### src/rtl/ttg_pkg.sv
// Package for the triangle tangent generator: widths, state type and
// saturation constants. No dependencies.
`timescale 1ns / 1ps
package ttg_pkg;

    // fraction bits of the tangent components
    localparam int OUT_FRAC_BITS = 14;

    localparam int IDX_W = 32;          // vertex index
    localparam int COORD_W = 32;        // Q16.16 input coordinate
    localparam int OP_W = COORD_W + 1;  // edge / uv delta
    localparam int ACC_W = 2 * OP_W + 2; // a*b - c*d accumulator
    localparam int MAG_W = ACC_W - 1;   // magnitude of a component
    localparam int M_W = 31;            // normalized magnitude
    localparam int SUM_W = 64;          // sum of squares
    localparam int LEN_W = 32;          // vector length
    localparam int NUM_W = LEN_W + OUT_FRAC_BITS; // dividend and quotient
    localparam int TAN_W = 16;          // tangent component
    localparam int MAC_CNT_W = $clog2(OP_W);
    localparam int ROOT_CNT_W = $clog2(SUM_W / 2);
    localparam int DIV_CNT_W = $clog2(NUM_W);

    localparam logic [NUM_W-1:0] SAT_POS = NUM_W'(32767);
    localparam logic [NUM_W-1:0] SAT_NEG = NUM_W'(32768);
    localparam logic [TAN_W-1:0] TAN_MAX = 16'h7FFF;
    localparam logic [TAN_W-1:0] TAN_MIN = 16'h8000;

    typedef enum logic [3:0] {
        ST_IDLE,
        ST_MUL_GO,
        ST_MUL_WAIT,
        ST_NORM,
        ST_SQR_GO,
        ST_SQR_WAIT,
        ST_ROOT_GO,
        ST_ROOT_WAIT,
        ST_DIV_GO,
        ST_DIV_WAIT,
        ST_EMIT
    } t_state;

endpackage

### src/rtl/ttg_serial_mac.sv
// Bit-serial multiply-accumulate: result = a*b - c*d, one multiplier bit
// per cycle, two's complement operands. Depends on ttg_pkg.
`timescale 1ns / 1ps
module ttg_serial_mac (
    input  logic                        i_clk,
    input  logic                        i_rst_n,
    input  logic                        i_start,
    input  logic [ttg_pkg::OP_W-1:0]    i_a,
    input  logic [ttg_pkg::OP_W-1:0]    i_b,
    input  logic [ttg_pkg::OP_W-1:0]    i_c,
    input  logic [ttg_pkg::OP_W-1:0]    i_d,
    output logic                        o_done,
    output logic [ttg_pkg::ACC_W-1:0]   o_result
);

    localparam int EXT_W = ttg_pkg::ACC_W - ttg_pkg::OP_W;

    logic                           r_busy;
    logic                           r_second;
    logic                           r_done;
    logic [ttg_pkg::MAC_CNT_W-1:0]  r_cnt;
    logic [ttg_pkg::ACC_W-1:0]      r_mcand;
    logic [ttg_pkg::OP_W-1:0]       r_mplier;
    logic [ttg_pkg::OP_W-1:0]       r_c;
    logic [ttg_pkg::OP_W-1:0]       r_d;
    logic [ttg_pkg::ACC_W-1:0]      r_acc;
    logic [ttg_pkg::ACC_W-1:0]      n_acc;
    logic [ttg_pkg::ACC_W-1:0]      term;
    logic                           last_bit;

    // sign bit of the multiplier carries negative weight; second product subtracts
    always_comb begin
        last_bit = (r_cnt == ttg_pkg::MAC_CNT_W'(ttg_pkg::OP_W - 1));
        term = r_mplier[0] ? r_mcand : '0;
        n_acc = (last_bit ^ r_second) ? r_acc - term : r_acc + term;
    end

    always_ff @(posedge i_clk) begin
        if (!i_rst_n) begin
            r_busy <= 1'b0;
            r_done <= 1'b0;
            r_second <= 1'b0;
            r_cnt <= '0;
        end else begin
            r_done <= 1'b0;
            if (i_start) begin
                r_busy <= 1'b1;
                r_second <= 1'b0;
                r_cnt <= '0;
                r_acc <= '0;
                r_mcand <= {{EXT_W{i_a[ttg_pkg::OP_W-1]}}, i_a};
                r_mplier <= i_b;
                r_c <= i_c;
                r_d <= i_d;
            end else if (r_busy) begin
                r_acc <= n_acc;
                if (last_bit) begin
                    r_cnt <= '0;
                    if (!r_second) begin
                        r_second <= 1'b1;
                        r_mcand <= {{EXT_W{r_c[ttg_pkg::OP_W-1]}}, r_c};
                        r_mplier <= r_d;
                    end else begin
                        r_busy <= 1'b0;
                        r_done <= 1'b1;
                    end
                end else begin
                    r_cnt <= r_cnt + 1'b1;
                    r_mcand <= {r_mcand[ttg_pkg::ACC_W-2:0], 1'b0};
                    r_mplier <= {1'b0, r_mplier[ttg_pkg::OP_W-1:1]};
                end
            end
        end
    end

    assign o_done = r_done;
    assign o_result = r_acc;

endmodule

### src/rtl/ttg_isqrt.sv
// Integer square root, one result bit per cycle (digit-by-digit method).
// Depends on ttg_pkg.
`timescale 1ns / 1ps
module ttg_isqrt (
    input  logic                        i_clk,
    input  logic                        i_rst_n,
    input  logic                        i_start,
    input  logic [ttg_pkg::SUM_W-1:0]   i_value,
    output logic                        o_done,
    output logic [ttg_pkg::LEN_W-1:0]   o_root
);

    logic                               r_busy;
    logic                               r_done;
    logic [ttg_pkg::ROOT_CNT_W-1:0]     r_cnt;
    logic [ttg_pkg::SUM_W-1:0]          r_n;
    logic [ttg_pkg::SUM_W-1:0]          r_r;
    logic [ttg_pkg::SUM_W-1:0]          r_bit;
    logic [ttg_pkg::SUM_W-1:0]          trial;

    assign trial = r_r + r_bit;

    always_ff @(posedge i_clk) begin
        if (!i_rst_n) begin
            r_busy <= 1'b0;
            r_done <= 1'b0;
            r_cnt <= '0;
        end else begin
            r_done <= 1'b0;
            if (i_start) begin
                r_busy <= 1'b1;
                r_cnt <= '0;
                r_n <= i_value;
                r_r <= '0;
                r_bit <= {2'b01, {(ttg_pkg::SUM_W - 2){1'b0}}};
            end else if (r_busy) begin
                // try the next bit pair
                if (r_n >= trial) begin
                    r_n <= r_n - trial;
                    r_r <= (r_r >> 1) + r_bit;
                end else begin
                    r_r <= r_r >> 1;
                end
                r_bit <= r_bit >> 2;
                r_cnt <= r_cnt + 1'b1;
                if (&r_cnt) begin
                    r_busy <= 1'b0;
                    r_done <= 1'b1;
                end
            end
        end
    end

    assign o_done = r_done;
    assign o_root = r_r[ttg_pkg::LEN_W-1:0];

endmodule

### src/rtl/ttg_divider.sv
// Restoring divider, one quotient bit per cycle, for the rounded
// quotient (m * 2^F + L/2) / L. Depends on ttg_pkg.
`timescale 1ns / 1ps
module ttg_divider (
    input  logic                        i_clk,
    input  logic                        i_rst_n,
    input  logic                        i_start,
    input  logic [ttg_pkg::M_W-1:0]     i_mag,
    input  logic [ttg_pkg::LEN_W-1:0]   i_len,
    output logic                        o_done,
    output logic [ttg_pkg::NUM_W-1:0]   o_quot
);

    logic                               r_busy;
    logic                               r_done;
    logic [ttg_pkg::DIV_CNT_W-1:0]      r_cnt;
    logic [ttg_pkg::NUM_W-1:0]          r_num;
    logic [ttg_pkg::LEN_W-1:0]          r_rem;
    logic [ttg_pkg::LEN_W-1:0]          r_den;
    logic [ttg_pkg::LEN_W:0]            shifted;
    logic                               ge;
    logic [ttg_pkg::NUM_W-1:0]          dividend;

    always_comb begin
        dividend = ttg_pkg::NUM_W'({i_mag, {ttg_pkg::OUT_FRAC_BITS{1'b0}}})
                 + ttg_pkg::NUM_W'(i_len >> 1);
        shifted = {r_rem, r_num[ttg_pkg::NUM_W-1]};
        ge = (shifted >= {1'b0, r_den});
    end

    always_ff @(posedge i_clk) begin
        if (!i_rst_n) begin
            r_busy <= 1'b0;
            r_done <= 1'b0;
            r_cnt <= '0;
        end else begin
            r_done <= 1'b0;
            if (i_start) begin
                r_busy <= 1'b1;
                r_cnt <= '0;
                r_num <= dividend;
                r_rem <= '0;
                r_den <= i_len;
            end else if (r_busy) begin
                // remainder stays below the divisor
                r_rem <= ge ? ttg_pkg::LEN_W'(shifted - {1'b0, r_den})
                            : shifted[ttg_pkg::LEN_W-1:0];
                r_num <= {r_num[ttg_pkg::NUM_W-2:0], ge};
                if (r_cnt == ttg_pkg::DIV_CNT_W'(ttg_pkg::NUM_W - 1)) begin
                    r_busy <= 1'b0;
                    r_done <= 1'b1;
                end else begin
                    r_cnt <= r_cnt + 1'b1;
                end
            end
        end
    end

    assign o_done = r_done;
    assign o_quot = r_num;

endmodule

### src/rtl/triangle_tangent_generator.sv
// Top level of the per-face tangent generator: corner storage, sequencer,
// normalization and output register. Depends on ttg_pkg, ttg_serial_mac,
// ttg_isqrt and ttg_divider.
//
// Usage: corners enter on the s_axis channel, one transaction per corner;
// s_axis_tlast marks the last corner of a mesh and restarts the corner
// count (a partial triangle is dropped). The first two corners of a
// triangle are only stored; the third corner starts the computation
// and the channel stays not-ready until the third result has been
// loaded into the output register.
// Per triangle: four a*b-c*d jobs on the bit-serial MAC, one-bit
// normalizing shifts, two square jobs on the MAC, the square root and
// three divisions, then three results. The MAC dominates. A degenerate
// triangle skips the square jobs, the root and the divisions.
// m_axis carries one result per transaction; a stalled receiver holds the
// output register and the sequencer waits, so no result is lost or
// repeated. Reset clears the corner count, the sequencer and the output
// valid.
`timescale 1ns / 1ps
module triangle_tangent_generator (
    input  logic            i_clk,
    input  logic            i_rst_n,
    input  logic            s_axis_tvalid,
    output logic            s_axis_tready,
    // corner_index, pos_x, pos_y, pos_z, tex_u, tex_v (32 bits each)
    input  logic [191:0]    s_axis_tdata,
    input  logic            s_axis_tlast,   // end_of_mesh
    output logic            m_axis_tvalid,
    input  logic            m_axis_tready,
    // vertex_index (32), tangent_x, tangent_y, tangent_z (16 each)
    output logic [79:0]     m_axis_tdata,
    output logic            m_axis_tuser,   // degenerate
    output logic            m_axis_tlast    // last_of_triangle
);

    localparam int CW = ttg_pkg::COORD_W;
    localparam int OW = ttg_pkg::OP_W;

    ttg_pkg::t_state r_state;
    ttg_pkg::t_state n_state;

    // held corners
    logic [1:0]                 r_phase;
    logic [ttg_pkg::IDX_W-1:0]  r_hidx [0:1];
    logic [CW-1:0]              r_p0 [0:2];
    logic [CW-1:0]              r_p1 [0:2];
    logic [CW-1:0]              r_t0u;
    logic [CW-1:0]              r_t0v;
    logic [CW-1:0]              r_t1u;
    logic [CW-1:0]              r_t1v;
    logic [ttg_pkg::IDX_W-1:0]  r_idx2;

    // triangle operands
    logic [OW-1:0]              r_e1 [0:2];
    logic [OW-1:0]              r_e2 [0:2];
    logic [OW-1:0]              r_du1;
    logic [OW-1:0]              r_dv1;
    logic [OW-1:0]              r_du2;
    logic [OW-1:0]              r_dv2;

    // results of the sequence
    logic [1:0]                 r_job;
    logic                       r_det_nz;
    logic                       r_degen;
    logic [ttg_pkg::MAG_W-1:0]  r_mag [0:2];
    logic                       r_neg [0:2];
    logic [ttg_pkg::SUM_W-1:0]  r_sum;
    logic [ttg_pkg::LEN_W-1:0]  r_len;
    logic [ttg_pkg::TAN_W-1:0]  r_tan [0:2];

    // output register
    logic                       r_ovalid;
    logic [79:0]                r_odata;
    logic                       r_odeg;
    logic                       r_olast;

    // input fields
    logic [ttg_pkg::IDX_W-1:0]  in_idx;
    logic [CW-1:0]              in_pos [0:2];
    logic [CW-1:0]              in_u;
    logic [CW-1:0]              in_v;
    logic                       in_acc;

    // unit handshakes
    logic                       mac_start;
    logic                       mac_done;
    logic [ttg_pkg::ACC_W-1:0]  mac_result;
    logic [OW-1:0]              mac_a;
    logic [OW-1:0]              mac_b;
    logic [OW-1:0]              mac_c;
    logic [OW-1:0]              mac_d;
    logic                       root_start;
    logic                       root_done;
    logic [ttg_pkg::LEN_W-1:0]  root_out;
    logic                       div_start;
    logic                       div_done;
    logic [ttg_pkg::NUM_W-1:0]  div_quot;
    logic                       emit_go;

    // normalization status
    logic                       any_hi;
    logic                       any_b30;
    logic                       all_zero;
    logic                       norm_degen;
    logic                       norm_ok;
    logic [ttg_pkg::ACC_W-1:0]  res_abs;
    logic [ttg_pkg::TAN_W-1:0]  tan_enc;

    assign in_idx = s_axis_tdata[31:0];
    assign in_pos[0] = s_axis_tdata[63:32];
    assign in_pos[1] = s_axis_tdata[95:64];
    assign in_pos[2] = s_axis_tdata[127:96];
    assign in_u = s_axis_tdata[159:128];
    assign in_v = s_axis_tdata[191:160];
    assign in_acc = s_axis_tvalid && s_axis_tready;

    // normalization checks over the three magnitudes
    always_comb begin
        any_hi = 1'b0;
        any_b30 = 1'b0;
        all_zero = 1'b1;
        for (int i = 0; i < 3; i++) begin
            any_hi = any_hi | (|r_mag[i][ttg_pkg::MAG_W-1:ttg_pkg::M_W]);
            any_b30 = any_b30 | r_mag[i][ttg_pkg::M_W-1];
            all_zero = all_zero & ~(|r_mag[i]);
        end
        norm_degen = !r_det_nz || all_zero;
        norm_ok = !any_hi && any_b30;
    end

    assign res_abs = mac_result[ttg_pkg::ACC_W-1] ? ('0 - mac_result) : mac_result;

    // MAC operand select
    always_comb begin
        mac_a = r_du1;
        mac_b = r_dv2;
        mac_c = r_du2;
        mac_d = r_dv1;
        if (r_state == ttg_pkg::ST_SQR_GO) begin
            if (r_job == 2'd0) begin
                mac_a = OW'(r_mag[0][ttg_pkg::M_W-1:0]);
                mac_b = mac_a;
                mac_c = OW'(r_mag[1][ttg_pkg::M_W-1:0]);
                mac_d = '0 - mac_c;
            end else begin
                mac_a = OW'(r_mag[2][ttg_pkg::M_W-1:0]);
                mac_b = mac_a;
                mac_c = '0;
                mac_d = '0;
            end
        end else if (r_job != 2'd0) begin
            mac_a = r_dv2;
            mac_b = r_e1[r_job - 2'd1];
            mac_c = r_dv1;
            mac_d = r_e2[r_job - 2'd1];
        end
    end

    // quotient to signed Q1.F, negated for a positive component, saturated
    always_comb begin
        if (!r_neg[r_job]) begin
            tan_enc = (div_quot > ttg_pkg::SAT_NEG) ? ttg_pkg::TAN_MIN
                    : ttg_pkg::TAN_W'('0 - div_quot[ttg_pkg::TAN_W-1:0]);
        end else begin
            tan_enc = (div_quot > ttg_pkg::SAT_POS) ? ttg_pkg::TAN_MAX
                    : div_quot[ttg_pkg::TAN_W-1:0];
        end
    end

    // next state
    always_comb begin
        n_state = r_state;
        case (r_state)
            ttg_pkg::ST_IDLE: begin
                if (in_acc && r_phase == 2'd2) n_state = ttg_pkg::ST_MUL_GO;
            end
            ttg_pkg::ST_MUL_GO: n_state = ttg_pkg::ST_MUL_WAIT;
            ttg_pkg::ST_MUL_WAIT: begin
                if (mac_done) begin
                    n_state = (r_job == 2'd3) ? ttg_pkg::ST_NORM : ttg_pkg::ST_MUL_GO;
                end
            end
            ttg_pkg::ST_NORM: begin
                if (norm_degen) n_state = ttg_pkg::ST_EMIT;
                else if (norm_ok) n_state = ttg_pkg::ST_SQR_GO;
            end
            ttg_pkg::ST_SQR_GO: n_state = ttg_pkg::ST_SQR_WAIT;
            ttg_pkg::ST_SQR_WAIT: begin
                if (mac_done) begin
                    n_state = (r_job == 2'd1) ? ttg_pkg::ST_ROOT_GO : ttg_pkg::ST_SQR_GO;
                end
            end
            ttg_pkg::ST_ROOT_GO: n_state = ttg_pkg::ST_ROOT_WAIT;
            ttg_pkg::ST_ROOT_WAIT: begin
                if (root_done) n_state = ttg_pkg::ST_DIV_GO;
            end
            ttg_pkg::ST_DIV_GO: n_state = ttg_pkg::ST_DIV_WAIT;
            ttg_pkg::ST_DIV_WAIT: begin
                if (div_done) begin
                    n_state = (r_job == 2'd2) ? ttg_pkg::ST_EMIT : ttg_pkg::ST_DIV_GO;
                end
            end
            ttg_pkg::ST_EMIT: begin
                if (emit_go && r_job == 2'd2) n_state = ttg_pkg::ST_IDLE;
            end
            default: n_state = ttg_pkg::ST_IDLE;
        endcase
    end

    // sequencer outputs
    always_comb begin
        s_axis_tready = (r_state == ttg_pkg::ST_IDLE);
        mac_start = (r_state == ttg_pkg::ST_MUL_GO) || (r_state == ttg_pkg::ST_SQR_GO);
        root_start = (r_state == ttg_pkg::ST_ROOT_GO);
        div_start = (r_state == ttg_pkg::ST_DIV_GO);
        emit_go = (r_state == ttg_pkg::ST_EMIT) && (!r_ovalid || m_axis_tready);
    end

    // control registers
    always_ff @(posedge i_clk) begin
        if (!i_rst_n) begin
            r_state <= ttg_pkg::ST_IDLE;
            r_phase <= 2'd0;
            r_job <= 2'd0;
            r_ovalid <= 1'b0;
        end else begin
            r_state <= n_state;
            if (in_acc) begin
                r_phase <= (s_axis_tlast || r_phase == 2'd2) ? 2'd0 : r_phase + 2'd1;
            end
            // job counter restarts at every phase change
            if ((r_state == ttg_pkg::ST_MUL_WAIT && mac_done)
                || (r_state == ttg_pkg::ST_SQR_WAIT && mac_done)
                || (r_state == ttg_pkg::ST_DIV_WAIT && div_done)
                || emit_go) begin
                r_job <= (n_state == r_state || n_state == ttg_pkg::ST_MUL_GO
                          || n_state == ttg_pkg::ST_SQR_GO
                          || n_state == ttg_pkg::ST_DIV_GO) ? r_job + 2'd1 : 2'd0;
            end
            if (emit_go) r_ovalid <= 1'b1;
            else if (m_axis_tready) r_ovalid <= 1'b0;
        end
    end

    // datapath registers
    always_ff @(posedge i_clk) begin
        // corner capture and operand setup
        if (in_acc) begin
            if (r_phase == 2'd0) begin
                r_hidx[0] <= in_idx;
                for (int i = 0; i < 3; i++) r_p0[i] <= in_pos[i];
                r_t0u <= in_u;
                r_t0v <= in_v;
            end else if (r_phase == 2'd1) begin
                r_hidx[1] <= in_idx;
                for (int i = 0; i < 3; i++) r_p1[i] <= in_pos[i];
                r_t1u <= in_u;
                r_t1v <= in_v;
            end else begin
                r_idx2 <= in_idx;
                for (int i = 0; i < 3; i++) begin
                    r_e1[i] <= {r_p1[i][CW-1], r_p1[i]} - {r_p0[i][CW-1], r_p0[i]};
                    r_e2[i] <= {in_pos[i][CW-1], in_pos[i]} - {r_p0[i][CW-1], r_p0[i]};
                    r_tan[i] <= '0;
                end
                r_du1 <= {r_t1u[CW-1], r_t1u} - {r_t0u[CW-1], r_t0u};
                r_dv1 <= {r_t1v[CW-1], r_t1v} - {r_t0v[CW-1], r_t0v};
                r_du2 <= {in_u[CW-1], in_u} - {r_t0u[CW-1], r_t0u};
                r_dv2 <= {in_v[CW-1], in_v} - {r_t0v[CW-1], r_t0v};
                r_degen <= 1'b0;
            end
        end

        // determinant and components
        if (r_state == ttg_pkg::ST_MUL_WAIT && mac_done) begin
            if (r_job == 2'd0) begin
                r_det_nz <= |mac_result;
            end else begin
                r_neg[r_job - 2'd1] <= mac_result[ttg_pkg::ACC_W-1];
                r_mag[r_job - 2'd1] <= res_abs[ttg_pkg::MAG_W-1:0];
            end
        end

        // one-bit normalizing shifts
        if (r_state == ttg_pkg::ST_NORM) begin
            if (norm_degen) begin
                r_degen <= 1'b1;
            end else if (any_hi) begin
                for (int i = 0; i < 3; i++) r_mag[i] <= r_mag[i] >> 1;
            end else if (!any_b30) begin
                for (int i = 0; i < 3; i++) r_mag[i] <= r_mag[i] << 1;
            end
        end

        // sum of squares
        if (r_state == ttg_pkg::ST_SQR_WAIT && mac_done) begin
            if (r_job == 2'd0) r_sum <= mac_result[ttg_pkg::SUM_W-1:0];
            else r_sum <= r_sum + mac_result[ttg_pkg::SUM_W-1:0];
        end

        if (root_done) r_len <= root_out;

        if (r_state == ttg_pkg::ST_DIV_WAIT && div_done) r_tan[r_job] <= tan_enc;

        // result load
        if (emit_go) begin
            r_odata[79:32] <= {r_tan[2], r_tan[1], r_tan[0]};
            case (r_job)
                2'd0: r_odata[31:0] <= r_hidx[0];
                2'd1: r_odata[31:0] <= r_hidx[1];
                default: r_odata[31:0] <= r_idx2;
            endcase
            r_odeg <= r_degen;
            r_olast <= (r_job == 2'd2);
        end
    end

    ttg_serial_mac u_mac (
        .i_clk    (i_clk),
        .i_rst_n  (i_rst_n),
        .i_start  (mac_start),
        .i_a      (mac_a),
        .i_b      (mac_b),
        .i_c      (mac_c),
        .i_d      (mac_d),
        .o_done   (mac_done),
        .o_result (mac_result)
    );

    ttg_isqrt u_isqrt (
        .i_clk   (i_clk),
        .i_rst_n (i_rst_n),
        .i_start (root_start),
        .i_value (r_sum),
        .o_done  (root_done),
        .o_root  (root_out)
    );

    ttg_divider u_div (
        .i_clk   (i_clk),
        .i_rst_n (i_rst_n),
        .i_start (div_start),
        .i_mag   (r_mag[r_job][ttg_pkg::M_W-1:0]),
        .i_len   (r_len),
        .o_done  (div_done),
        .o_quot  (div_quot)
    );

    assign m_axis_tvalid = r_ovalid;
    assign m_axis_tdata = r_odata;
    assign m_axis_tuser = r_odeg;
    assign m_axis_tlast = r_olast;

endmodule
### config.mk
export PLATFORM = sky130hd
export DESIGN_NAME = triangle_tangent_generator
export DESIGN_NICKNAME = d
export VERILOG_FILES = /design/src/rtl/ttg_pkg.sv /design/src/rtl/ttg_serial_mac.sv /design/src/rtl/ttg_isqrt.sv /design/src/rtl/ttg_divider.sv /design/src/rtl/triangle_tangent_generator.sv
export SDC_FILE = /design/constraint.sdc
export NUM_CORES = 2
export LEC_CHECK = 0
export BUFFER_PORTS_ARGS = -buffer_cell sky130_fd_sc_hd__buf_2
export CAP_MARGIN = 10
export CELL_PAD_IN_SITES_DETAIL_PLACEMENT = 1
export CELL_PAD_IN_SITES_GLOBAL_PLACEMENT = 2
export CORE_MARGIN = 4
export CORE_UTILIZATION = 38
export DETAILED_ROUTE_END_ITERATION = 8
export GPL_ROUTABILITY_DRIVEN = 0
export PLACE_DENSITY_LB_ADDON = 0.1
export REMOVE_ABC_BUFFERS = 1
export SLEW_MARGIN = 15
export SYNTH_ARGS = -nofsm -noshare
export SYNTH_HDL_FRONTEND = slang
export SYNTH_SLANG_ARGS = --single-unit
### constraint.sdc
create_clock -name i_clk -period 9.2 [get_ports i_clk]
set_clock_uncertainty 0.1 [all_clocks]
set_input_delay 0.92 -clock i_clk [delete_from_list [all_inputs] [get_ports i_clk]]
set_output_delay 0.92 -clock i_clk [all_outputs]
set_load 0.01 [all_outputs]
==> insert_results.sql <==
INSERT INTO impl_metrics (metric_group, metric, value, unit) VALUES
('synthesis', 'synth-async-reset-ratio', '0', ''),
('synthesis', 'synth.lib_cells_used.distinct', '96', ''),
('outcome', 'outcome', 'complete, no violations', ''),
('pwr', 'total_leakage_power', '0.0445', 'uW'),
('synthesis', 'synthTopCellsByCount', 'sky130_fd_sc_hd__edfxtp_1, sky130_fd_sc_hd__nand2_1, sky130_fd_sc_hd__nor2_1', ''),
('worst_setup_path', 'critical_path.startpoint_type', 'flip-flop', ''),
('worst_setup_path', 'largest_driver_fanout_on_the_critical_path', '43', ''),
('global_route', 'grt_first_pass_wirelength', '521', 'mm'),
('clock_network', 'root_buffer', 'sky130_fd_sc_hd__clkbuf_16', ''),
('clock_network', 'cts.sinks', '1749', ''),
('worst_hold_path', 'hold_class', 'in2reg', ''),
('placement', 'hpwl', '262', 'mm'),
('timing', 'finalMaxSlewViolations', '0', ''),
('timing', 'report.final.hold_viol_count', '0', ''),
('synthesis', 'syn-mean-instance-area', '10.4', 'um^2'),
('routing', 'routed_via_density', '5.62', ''),
('timing', 'finalCritPeriodShare', '0.822', ''),
('routing', 'postRouteWirelength', '345', 'mm'),
('clock_network', 'cts.clk_slew.worst_paths', '0.06', 'ns'),
('timing', 'timing.hold.ws', '0.147', 'ns'),
('routing', 'total_iterations_of_the_first_detailed_routing_run', '5', ''),
('synthesis', 'synth_top_area_cell', 'sky130_fd_sc_hd__edfxtp_1', ''),
('synthesis', 'synth-seq-cells', '1749', ''),
('routing', 'drc_errors', '0', ''),
('synthesis', 'synth_edf_count', '1713', ''),
('layout', 'syn_to_final_growth', '11.9', '%'),
('routing', 'wl_per_cell', '24.5', 'um'),
('global_route', 'grt_pass1_vias', '83343', ''),
('synthesis', 'synthesis.area', '104000', 'um^2'),
('clock_network', 'cts.repair_timing.setup_buffer_count', '0', ''),
('job', 'maxCapViolCount', '0', ''),
('pwr', 'finalPower', '18900', 'uW'),
('clock_network', 'ctsLongestPathBuffers', '4', ''),
('worst_setup_path', 'setup.worst_path.class', 'reg2reg', ''),
('synthesis', 'synth_top_cell_area_share', '0.492', ''),
('global_route', 'grt_start_max_net_pins', '135', ''),
('placement', 'buffer_ports.inserted', '280', ''),
('placement', 'post-place-ws', '1.75', 'ns'),
('layout', 'drive_above_1_share', '0.0844', ''),
('routing', 'antenna_left', '0', ''),
('timing', 'layout_min_cycle_time', '7.56', 'ns'),
('floorplanning', 'fp.dieW', '532', 'um'),
('worst_setup_path', 'end_kind', 'flip-flop', ''),
('floorplanning', 'floorplan.die_area', '283000', 'um^2'),
('global_route', 'grt_overflow', '0', ''),
('timing', 'report.final.setup_viol', '0', ''),
('global_route', 'groute.usage.overall', '0.236', ''),
('timing', 'post_route_setup_slack', '1.64', 'ns'),
('layout', 'post-route-cell-area', '117000', 'um^2'),
('synthesis', 'seq_area_frac_synth', '0.499', ''),
('placement', 'detailed_place.area', '110000', 'um^2'),
('floorplanning', 'fp.coreArea', '274000', 'um^2'),
('timing', 'tightest_slew', '1.19', 'ns'),
('synthesis', 'yosysMostFrequentCell', 'sky130_fd_sc_hd__edfxtp_1', ''),
('floorplanning', 'start_util', '0.382', ''),
('routing', 'detailedRoute.firstIterationViolations', '4342', ''),
('timing', 'grt_setup_unrepaired', 'no', ''),
('floorplanning', 'std_cell_rows', '192', ''),
('clock_network', 'htree_levels', '4', ''),
('clock_network', 'cts_hold_repair.buffers', '0', ''),
('layout', 'final_net_count', '11130', ''),
('synthesis', 'netlist_top_cells_area', 'sky130_fd_sc_hd__edfxtp_1, sky130_fd_sc_hd__ha_1, sky130_fd_sc_hd__nand2_1, sky130_fd_sc_hd__xnor2_1, sky130_fd_sc_hd__a21oi_1', ''),
('pwr', 'power_per_cell_area', '161', 'nW/um^2'),
('global_route', 'number_of_antenna_violations_at_the_first_check_in_global_routing', '57', ''),
('worst_setup_path', 'cp.arrival', '7.92', 'ns'),
('worst_setup_path', 'timing.critical_path.required', '9.56', 'ns'),
('clock_network', 'clock_insertion_delay_worst_skew', '0.88', 'ns'),
('clock_network', 'cts_tree', 'done', ''),
('layout', 'layout.core_utilization', '0.427', ''),
('pwr', 'worst_vdd_ir', '0.161', 'mV'),
('timing', 'fmaxAchievable', '132', 'MHz'),
('clock_network', 'numCtsBuffers', '213', ''),
('timing', 'slew_headroom', '0.210', ''),
('synthesis', 'post_synth_inst_count', '10036', ''),
('synthesis', 'postSynth.topFlopCell', 'sky130_fd_sc_hd__edfxtp_1', ''),
('worst_setup_path', 'slack_of_the_worst_reg_to_reg_path', '1.64', 'ns'),
('routing', 'detailroute.via_count', '78954', ''),
('floorplanning', 'fp.dieH', '532', 'um'),
('floorplanning', 'num_io_pins', '281', ''),
('synthesis', 'yosys_warnings', '0', ''),
('clock_network', 'cts_repair_resize_count', '0', '');
==> state kept, by name, summed over array words and instances (netlist names), 46 cells and up, named ones only <==
name and flops:
u_mac.r_mcand 68, r_p0 96, r_hidx 64, r_sum 64, r_e2 99, r_tan 48, m_axis_tdata 80, r_mag 232
u_mac.o_result 68, r_p1 96, u_isqrt.r_r 64, u_isqrt.r_n 64, r_e1 99, u_div.o_quot 46
==> kinds of logic (layout without fill, tap and decap cells) <==
| logic type | after synthesis | in the layout | synth area share |
|---|---|---|---|
| xor+xnor | 711 | 711 | 0.0596 |
| compound gates | 2664 | 2664 | 0.162 |
| other cells | 0 | 23 | 0 |
| buf+inv | 814 | 1215 | 0.0295 |
| fa+ha+maj | 666 | 666 | 0.0808 |
| simple gates | 3181 | 3181 | 0.141 |
| mux | 251 | 251 | 0.0280 |
| flops | 1749 | 1749 | 0.499 |
==> worst max-delay path, cell delays in order, from the launching register on <==
cell,delay [ns]
sky130_fd_sc_hd__edfxtp_1,0.50
sky130_fd_sc_hd__ha_1,0.38
sky130_fd_sc_hd__nand4_1,0.14
sky130_fd_sc_hd__o21ai_0,0.34
sky130_fd_sc_hd__a21oi_1,0.24
sky130_fd_sc_hd__o21ba_2,0.29
sky130_fd_sc_hd__a31oi_1,0.45
sky130_fd_sc_hd__a31oi_1,0.21
sky130_fd_sc_hd__o31ai_1,0.41
sky130_fd_sc_hd__nand2_1,0.14
sky130_fd_sc_hd__xor2_1,0.19
sky130_fd_sc_hd__ha_1,0.46
sky130_fd_sc_hd__nand2_1,0.12
sky130_fd_sc_hd__nor2_1,0.41
sky130_fd_sc_hd__nand2_1,0.14
sky130_fd_sc_hd__nor2_1,0.16
sky130_fd_sc_hd__o311ai_0,0.16
sky130_fd_sc_hd__nand2_1,0.33
sky130_fd_sc_hd__nand4b_1,0.21
sky130_fd_sc_hd__a21o_1,0.41
sky130_fd_sc_hd__nand2_1,0.46
sky130_fd_sc_hd__a21oi_4,0.30
sky130_fd_sc_hd__buf_4,0.52
==> per-stage QoR <==
step / instances / setup TNS, ns
after floorplan: 9665 / -1687.50
after global placement: 13641 / 0
after detailed placement: 13641 / 0
after CTS: 14026 / 0
after global routing: 14028 / 0
final: 14049 / 0
==> area by class of cell <==
cell class / count / area, um^2
Fill cell: 29976 / 157000
Sequential cell: 1749 / 52200
Multi-Input combinational cell: 7473 / 49400
Clock buffer: 267 / 5660
Tap cell: 3589 / 4490
Timing Repair Buffer: 387 / 2270
Inverter: 443 / 1680
Clock inverter: 118 / 1120
Antenna cell: 23 / 57.6
==> layer usage <==
metal	routed length [um]	track usage	vias up
met5	305	0	-
met4	12900	0.0816	48
met3	13800	0.0329	498
met2	169000	0.411	1318
met1	149000	0.299	39362
li1	-	-	37728
==> power by group <==
part / leakage (uW) / switching, uW / internal, uW
Sequential: 0.0160 / 47.8 / 8940
Clock: 0.00328 / 3520 / 4850
Combinational: 0.0253 / 916 / 582
Total: 0.0445 / 4480 / 14400
==> layout by cell type (no fill, tap or decap), drive strengths merged, types with 76 or more instances in the layout <==
cell type and n:
inv 442, clkbuf 267, ha 651, o21bai 76
xor2 310, a211oi 121, xnor2 401, a21oi 663
o21ai 637, buf 387, a31oi 232, clkinv 91
nand2b 96, nor4 102, nand4 92, edfxtp 1713
nor2b 168, or3 90, nand2 1195, nand3 170
o21a 113, nor2 803, a21o 330, mux2i 187
nor3 174
==> worst paths after layout <==
kind	start	end	cells past startpoint
max	u_isqrt.r_r[6]	u_isqrt.r_n[20]	22
min reg2reg	r_tan[0][9]	m_axis_tdata[41]	0
max reg2reg	u_isqrt.r_r[6]	u_isqrt.r_n[20]	22
min	s_axis_tdata[172]	r_t0v[12]	1
(Power assumes the default switching activity.)
